$ cat src/hdl/smpq_pkg.sv
// Types and constants of the sorted minimum priority queue.
package smpq_pkg;

  localparam int DefaultCapacity = 16;
  localparam int KeyW            = 32;
  localparam int OccW            = 5;

  typedef enum logic {
    KIND_INSERT = 1'b0,
    KIND_REMOVE = 1'b1
  } kind_e;

  typedef enum logic [1:0] {
    ST_OK    = 2'd0,
    ST_EMPTY = 2'd1,
    ST_FULL  = 2'd2
  } status_e;

  typedef struct packed {
    logic                   kind;
    logic signed [KeyW-1:0] value;
  } in_t;

  typedef struct packed {
    logic [1:0]             status;
    logic signed [KeyW-1:0] removed_value;
    logic [OccW-1:0]        occupancy;
  } out_t;

  // Shift command broadcast to every cell of the chain.
  typedef struct packed {
    logic shift_in;   // insert the new key at its sorted place
    logic shift_out;  // drop the head and move everything one cell left
  } cell_op_t;

endpackage

$ cat src/hdl/smpq_cell.sv
// One storage cell of the sorted shift chain.
module smpq_cell
  import smpq_pkg::*;
(
  input  logic                   clk_i,
  input  cell_op_t               op_i,
  input  logic                   valid_i,
  input  logic signed [KeyW-1:0] key_i,
  input  logic                   left_keep_i,
  input  logic signed [KeyW-1:0] left_value_i,
  input  logic signed [KeyW-1:0] right_value_i,
  output logic                   keep_o,
  output logic signed [KeyW-1:0] value_o
);

  logic signed [KeyW-1:0] value_q, value_d;

  // A valid entry not above the new key stays where it is.
  assign keep_o  = valid_i && (value_q <= key_i);
  assign value_o = value_q;

  always_comb begin
    value_d = value_q;
    if (op_i.shift_in && !keep_o) begin
      value_d = left_keep_i ? key_i : left_value_i;
    end else if (op_i.shift_out) begin
      value_d = right_value_i;
    end
  end

  always_ff @(posedge clk_i) begin
    value_q <= value_d;
  end

endmodule

$ cat src/hdl/sorted_min_priority_queue_unit.sv
// Top level of the sorted minimum priority queue built as a shift chain of cells.
//
// Usage: an item (kind, value) is taken at a rising edge where start is high and
// busy is low. Kind insert places the value after every stored value less than or
// equal to it; kind remove takes out the smallest stored value. Busy is never
// raised, so an item may be offered in every cycle.
// Each item gives exactly one result in the next cycle: res_o is valid while done_o
// is high, for that single cycle only. The result carries the status (ok, remove
// on empty queue, insert on full queue), the removed value (zero unless a remove
// succeeded) and the occupancy after the item, as the low five bits of the count.
// Throughput is one item per cycle: every cell compares the new key against its
// own entry in parallel and shifts in the same cycle, so the only loop is the
// registered update of the cell row and the entry counter.
// The receiver cannot stall; a result not taken in its cycle is gone.
// Reset empties the queue by clearing the entry count; the cell contents are left
// as they are and are never read before they have been written again.
module sorted_min_priority_queue_unit
  import smpq_pkg::*;
#(
  parameter int CAPACITY = DefaultCapacity
) (
  input  logic clk_i,
  input  logic rst_ni,
  input  logic start,
  output logic busy,
  input  in_t  item_i,
  output logic done_o,
  output out_t res_o
);

  localparam int CntW = $clog2(CAPACITY + 1);

  logic [CntW-1:0] count_q, count_d;
  logic            done_q;
  out_t            res_q, res_d;

  logic            accept;
  logic            is_insert;
  logic            full;
  logic            empty;
  cell_op_t        op;

  logic signed [KeyW-1:0] cell_value [CAPACITY];
  logic                   cell_keep  [CAPACITY];

  // The chain updates as a single registered step, so the block is always free.
  assign busy = 1'b0;

  assign accept    = start && !busy;
  assign is_insert = (item_i.kind == KIND_INSERT);
  assign full      = (count_q == CntW'(CAPACITY));
  assign empty     = (count_q == '0);

  // Rejected items leave the cell row untouched.
  assign op.shift_in  = accept && is_insert && !full;
  assign op.shift_out = accept && !is_insert && !empty;

  // Cell 0 sees a virtual left neighbour that always keeps, so it takes the key
  // whenever its own entry moves on. The last cell refills from itself on a
  // remove; that entry falls outside the count and is never read.
  for (genvar i = 0; i < CAPACITY; i++) begin : g_cell
    logic                   valid;
    logic                   left_keep;
    logic signed [KeyW-1:0] left_value;
    logic signed [KeyW-1:0] right_value;

    assign valid       = (CntW'(i) < count_q);
    assign left_keep   = (i == 0) ? 1'b1 : cell_keep[(i == 0) ? 0 : i - 1];
    assign left_value  = (i == 0) ? item_i.value : cell_value[(i == 0) ? 0 : i - 1];
    assign right_value = (i == CAPACITY - 1) ? cell_value[i]
                                             : cell_value[(i == CAPACITY - 1) ? i : i + 1];

    smpq_cell u_cell (
      .clk_i        (clk_i),
      .op_i         (op),
      .valid_i      (valid),
      .key_i        (item_i.value),
      .left_keep_i  (left_keep),
      .left_value_i (left_value),
      .right_value_i(right_value),
      .keep_o       (cell_keep[i]),
      .value_o      (cell_value[i])
    );
  end

  always_comb begin
    logic [CntW+OccW-1:0] count_ext;

    count_d = count_q;
    if (op.shift_in) begin
      count_d = count_q + CntW'(1);
    end else if (op.shift_out) begin
      count_d = count_q - CntW'(1);
    end

    count_ext = {{OccW{1'b0}}, count_d};

    res_d.status = ST_OK;
    if (is_insert && full) begin
      res_d.status = ST_FULL;
    end else if (!is_insert && empty) begin
      res_d.status = ST_EMPTY;
    end
    res_d.removed_value = op.shift_out ? cell_value[0] : '0;
    res_d.occupancy     = count_ext[OccW-1:0];
  end

  always_ff @(posedge clk_i or negedge rst_ni) begin
    if (!rst_ni) begin
      count_q <= '0;
      done_q  <= 1'b0;
    end else begin
      count_q <= count_d;
      done_q  <= accept;
    end
  end

  // The result payload needs no reset: it is only looked at while done_o is high.
  always_ff @(posedge clk_i) begin
    if (accept) begin
      res_q <= res_d;
    end
  end

  assign done_o = done_q;
  assign res_o  = res_q;

endmodule

$ cat config.mk
export PLATFORM = sky130hd
export DESIGN_NAME = sorted_min_priority_queue_unit
export DESIGN_NICKNAME = d
export VERILOG_FILES = /design/src/hdl/smpq_pkg.sv /design/src/hdl/smpq_cell.sv /design/src/hdl/sorted_min_priority_queue_unit.sv
export SDC_FILE = /design/constraint.sdc
export NUM_CORES = 2
export LEC_CHECK = 0
export BUFFER_PORTS_ARGS = -buffer_cell sky130_fd_sc_hd__buf_2
export CORE_MARGIN = 2
export CORE_UTILIZATION = 34
export CTS_BUF_LIST = sky130_fd_sc_hd__clkbuf_16
export CTS_CLUSTER_SIZE = 8
export DETAILED_ROUTE_END_ITERATION = 16
export GPL_ROUTABILITY_DRIVEN = 0
export HOLD_SLACK_MARGIN = 0.05
export PLACE_DENSITY = 0.54
export SYNTH_ARGS = -nofsm -noshare
export SYNTH_HDL_FRONTEND = slang
export SYNTH_SLANG_ARGS = --single-unit
$ cat constraint.sdc
create_clock -name clk_i -period 4.7 [get_ports clk_i]
set_input_delay 0.94 -clock clk_i [delete_from_list [all_inputs] [get_ports clk_i]]
set_output_delay 0.94 -clock clk_i [all_outputs]
set_load 0.02 [all_outputs]
## Word-level counts from Yosys, hierarchy flattened

Cells that the tools add are included.

- Register bits after elaboration: 557
- Input bits: 36
- Output and inout bits: 41
- Logic and storage cells: 177

- Add/subtract/negate cells: 2
- Order comparisons: 32
- Equal/unequal tests: 1
- Multiplexer cells: 48
- Bitwise gates (word level): 1
- Reductions and logical operators: 72

Operators by type and width:

| kind | count |
|---|---|
| 2-to-1 mux 32 bit | 45 |
| less-or-equal comparator 32 bit | 16 |
| < comparator 4 x 5 -> 1 bit (first input constant) | 8 |
| logical AND 1 bit | 38 |
| nonzero test 2 bit | 15 |
| < comparator 3 x 5 -> 1 bit (first input constant) | 4 |
| logical NOT 1 bit | 18 |
| < comparator 1 x 5 -> 1 bit (first input constant) | 2 |
| < comparator 2 x 5 -> 1 bit (first input constant) | 2 |
| 2-to-1 mux 5 bit | 2 |
| adder 5 x 1 -> 5 bit (second input constant) | 1 |
| equality test 5 bit (second input constant) | 1 |
| logical NOT 5 bit | 1 |
| subtractor 5 x 1 -> 5 bit (second input constant) | 1 |
| 2-to-1 mux 1 bit | 1 |
| inverter 1 bit | 1 |

## Longest topological paths before layout

- Word-level depth: 5
- Depth in mapped cells: 14

## By module

From an unflattened synthesis, not the netlist that was laid out.

- Cells, all modules: 3,790
- Area total of the unflattened synthesis: 45,562.4 µm²

By module, submodules not included:

| module | instances | cells an instance | area an instance (µm²) | sequential area each (µm²) |
|---|---|---|---|---|
| smpq_cell | 16 | 227 | 2,721.4 | 960.9 |
| sorted_min_priority_queue_unit | 1 | 158 | 2,020.7 | 1,321.3 |

## Worst setup path after synthesis

OpenSTA, ideal clock, no wires.

- Path kind: input -> register
- From: input port item_i[30] (netlist bit)
- To: register g_cell[5].u_cell.value_q[0] (enable)
- Data arrival time: 5.726 ns
- Path slack: -1.492 ns
- Cell stages on the path: 12
- Buffers on the path: 3
- Cells stage by stage: clkbuf_1 inv_1 ha_1 nand4_1 nor4_1 nand4_1 nor3_1 nor3_1 o31a_1 buf_2 buf_2 o21ai_0

- Longest elaborated chain between the ends: 5

Ends and longest elaborated chain:

| item | line | text |
|---|---|---|
| start, declared | sorted_min_priority_queue_unit.sv:26 | `input in_t item_i,` |
| less-or-equal comparator 32 bit | smpq_cell.sv:19 | `assign keep_o = valid_i && (value_q <= key_i);` |
| logical AND 1 bit | smpq_cell.sv:19 |  |
| logical NOT 1 bit | smpq_cell.sv:24 | `if (op_i.shift_in && !keep_o) begin` |
| logical AND 1 bit | smpq_cell.sv:24 |  |
| nonzero test 2 bit (no line) | - |  |
| end signal, assigned | smpq_cell.sv:32 | `value_q <= value_d;` |
| end, declared | smpq_cell.sv:16 | `logic signed [KeyW-1:0] value_q, value_d;` |

Every way passes these cells.
A chain may end at the register's enable or synchronous reset.

## Worst setup path in the final report

- From: input port item_i[31] (netlist bit)
- To: register g_cell[4].u_cell.value_q[26], data pin

- Longest elaborated chain between the ends: 5
- Elaborated cells between the ends (all ways): 8

Ends and longest elaborated chain:

| item | line |
|---|---|
| less-or-equal comparator 32 bit | smpq_cell.sv:19 |
| logical AND 1 bit | smpq_cell.sv:19 |
| logical NOT 1 bit | smpq_cell.sv:24 |
| logical AND 1 bit | smpq_cell.sv:24 |
| 2-to-1 mux 32 bit (*) | smpq_cell.sv:24 |
| named net g_cell[4].u_cell.value_d[26] | smpq_cell.sv:16 |
| end signal, assigned | smpq_cell.sv:32 |
| end, declared | smpq_cell.sv:16 |

Mark *: on every way through the listed nets, which the timed path passes. The rest lies on a longest branch.

==> key figures <==
Timing
  – Final setup TNS: 0 ns
  – Worst slew pin tran: about 1.2 ns
  – Count of pins over their slew limit: 0
  – Worst hold margin: 0.237 ns
  – Setup-failing EPs final: 0
  – Final Cycle Share: 0.864
  – Final Hold Violating Endpoints: 0
  – Tmin final: around 4 ns
  – Max Clk Rate: 246 MHz
  – RSZ-0062 raised after global routing: no
  – Skew final: around 0.023 ns
  – Max-slew headroom: 0.183

Setup path
  – Critical path class: in -> reg
  – Slowest stage delay, CP: 0.54 ns
  – Nature of the critical path endpoint: flip-flop
  – Worst path cell trace: buf_2 > inv_1 > buf_12 > ha_1 > nand4_1 > nor4_2 > nand4_1 > nor3_1 > nor3_1 > o31a_2 > nor2_4 > buf_12 > mux2_2
  – Slowest-stage cell, CP: nor4_2
  – Crit path launch type: primary input
  – CP arrival: between 4 and 5 ns
  – Worst Path Required: 5.07 ns
  – Worst-path fanout max: 28

Finish
  – Number of fillers in the final layout: around 11,000
  – Area Growth Syn to Fin: 15.7%
  – Layout cells sized above 1: 0.286
  – Final instance area: 0.0465 mm²
  – Final net count: just over 4,000
  – Commonest non-fill, non-tap cells in the layout: 599 x mux2_2, 551 x edfxtp_1, 515 x ha_1, 263 x a21oi_1, 221 x mux2i_1
  – Most common cell after layout, fill and taps aside: mux2_2

Global route
  – First-pass GRT wire length: 171,000 µm
  – Vias in the first global route: 27,700
  – All-Layer GR Usage: 0.181
  – Grt ovf: 0
  – Pin count of the biggest net entering global routing: 66
  – Initial antenna violation count: 7

Synth
  – Post-synthesis sequential area ratio: 0.415
  – Syn_area_per_cell: 12.1 µm²
  – Netlist cell types: between 70 and 80
  – #FFs+latches synth: around 560
  – Post-synth EDFFs: about 550
  – Synthesis Warnings: 0
  – Syn Std Cell Area: 0.0402 mm²
  – Post-Syn Instances: 3,334
  – Ys async rst share: 0.0108
  – Syn_nets: around 4,000
  – Main synth FF type: edfxtp_1

Clock network
  – Post-CTS Setup Bufs: 0
  – Clk_lat worst skew: 0.63 ns
  – # hold bufs at CTS: 0
  – CTS tree: done
  – CTS buffer count: 79
  – CTS sink count: between 500 and 600
  – Clk root buf: clkbuf_16
  – CTS clk-pin slew, worst paths: 0.05 ns
  – Cts repair resizes: 0
  – Htree depth: 3
  – Longest Clk Path Bufs: 3

Power
  – Clk network pwr share: 0.198
  – Flop pwr share: 0.345
  – Pwr Density: roughly 580 mW/mm²
  – Internal power: 17,200 µW
  – Switching Share: 0.361
  – Combinational share of power: 0.456
  – Pwr Total: 26,800 µW
  – Switch Pwr: 9680 µW
  – Leak: 0.0183 µW
  – Worst IR Drop VDD: 0.289 mV

Route
  – Via count: between 20,000 and 30,000
  – First-pass detailed-route iteration total: 5
  – DRC Markers: 0
  – WL per Instance: around 22 µm
  – Iteration-0 DRC Markers: between 1,000 and 1,500
  – Final ANT Viol Nets: 0
  – Routed wire length: around 110,000 µm
  – Routed vias/inst: 5.35

Die
  – Die Area: 0.121 mm²
  – I/O pin total: 77
  – Die X: 348 µm
  – Site Rows: 126
  – CORE AREA: 0.118 mm²
  – Die height: 348 µm
  – Starting Density: 0.342

Run
  – Max_cap viols: 0

Hold path
  – Hold WC Path Type: in -> async

Placement
  – Dpl cell area: 0.0443 mm²
  – Post-DP HPWL: roughly 90,000 µm
  – I/O Buffers: 75

Status
  – Outcome: finished, final reports clean
## final timing paths
| kind | slack, ns | depth (start not counted) | start | endpoint |
|---|---|---|---|---|
| max | 0.64 | 13 | item_i[31] | g_cell[4].u_cell.value_o[26]$_DFFE_PP_ |
| min | 0.24 | 1 | rst_ni | done_o$_DFF_PN0_ |
| max reg2reg | 0.81 | 9 | count_q[1]$_DFF_PN0_ | g_cell[6].u_cell.value_o[30]$_DFFE_PP_ |
| min reg2reg | 0.58 | 1 | g_cell[15].u_cell.value_o[6]$_DFFE_PP_ | g_cell[14].u_cell.value_o[6]$_DFFE_PP_ |
| max in group asynchronous | 4.19 | 1 | rst_ni | count_q[4]$_DFF_PN0_ |
| min in group clk_i | 0.58 | 1 | g_cell[15].u_cell.value_o[6]$_DFFE_PP_ | g_cell[14].u_cell.value_o[6]$_DFFE_PP_ |
## worst max-delay path: cells and delay by family
family / cells / cell delay, ns
buffers and inverters: 4 / 0.56
AND/OR/NAND/NOR: 6 / 1.74
adder cells (fa/ha/maj): 1 / 0.37
AO/OA/AOI/OAI: 1 / 0.39
multiplexers: 1 / 0.35
## synth_stat cells (28+ instances only)
| cell | n | share of area |
|---|---|---|
| mux2i_1 | 221 | 0.055 |
| nor2_1 | 117 | 0.011 |
| mux2_2 | 599 | 0.17 |
| o21ai_0 | 131 | 0.016 |
| nand3_1 | 54 | 0.0067 |
| mux2_1 | 44 | 0.012 |
| clkbuf_1 | 62 | 0.0058 |
| nand4_1 | 107 | 0.017 |
| and2_1 | 32 | 0.0050 |
| inv_1 | 102 | 0.0095 |
| buf_2 | 62 | 0.0077 |
| a21o_1 | 28 | 0.0052 |
| a21oi_1 | 265 | 0.033 |
| ha_1 | 515 | 0.16 |
| edfxtp_1 | 551 | 0.41 |
| nand2_1 | 131 | 0.012 |
## power by group through the flow
stage          Clock [µW]  Sequential (µW)  Combinational (µW)
4_1_cts              5500             9250               12300
6_report             5330             9270               12200
3_3_place_gp            0             9320               12100
5_1_grt              5670             9480               13500
2_1_floorplan           0             8790                8980
3_5_place_dp            0             9340               12300
## cell families (layout without fill, tap and decap cells)
family	count (synthesis)	count (layout)	synth area share
fa+ha+maj	515	515	0.160
simple gates	570	570	0.0729
xor+xnor	4	4	0.000871
compound gates	564	564	0.0845
mux	865	865	0.235
buf+inv	258	496	0.0309
flops	557	557	0.415
other cells	1	3	0.0000932
## layer usage
metal  track usage  up-vias  wire length (µm)
met5             0        -                27
met2         0.302      502             51900
met3        0.0199      159              3900
met4        0.0538        4              3110
met1         0.247    13200             52500
li1              -    13400                 -
## cell type report
cell class	instances	area, µm²	area share
diodes	2	5.00	0.000108
clock buffers	83	2080	0.0446
clock inverters	27	116	0.00250
inverters	102	383	0.00823
multi-input cells	2519	22600	0.485
flip-flops and latches	557	16700	0.359
well taps	1536	1920	0.0413
repair buffers	284	2760	0.0593
## registers in the layout, indices dropped and copies added, names as in the netlist
register and flops:
g_cell.u_cell.value_o 512, res_o 39, done_o 1, count_q 5
## through the flow
stage	utilization	cells	setup slack, ns
finish	0.395	5110	0.641
global route	0.395	5109	0.463
CTS	0.395	5108	0.669
detailed placement	0.376	4998	0.00644
global placement	0.376	4998	0.0351
floorplan	-	3334	0.0465
No activity file was read; power rests on OpenSTA's default activity.
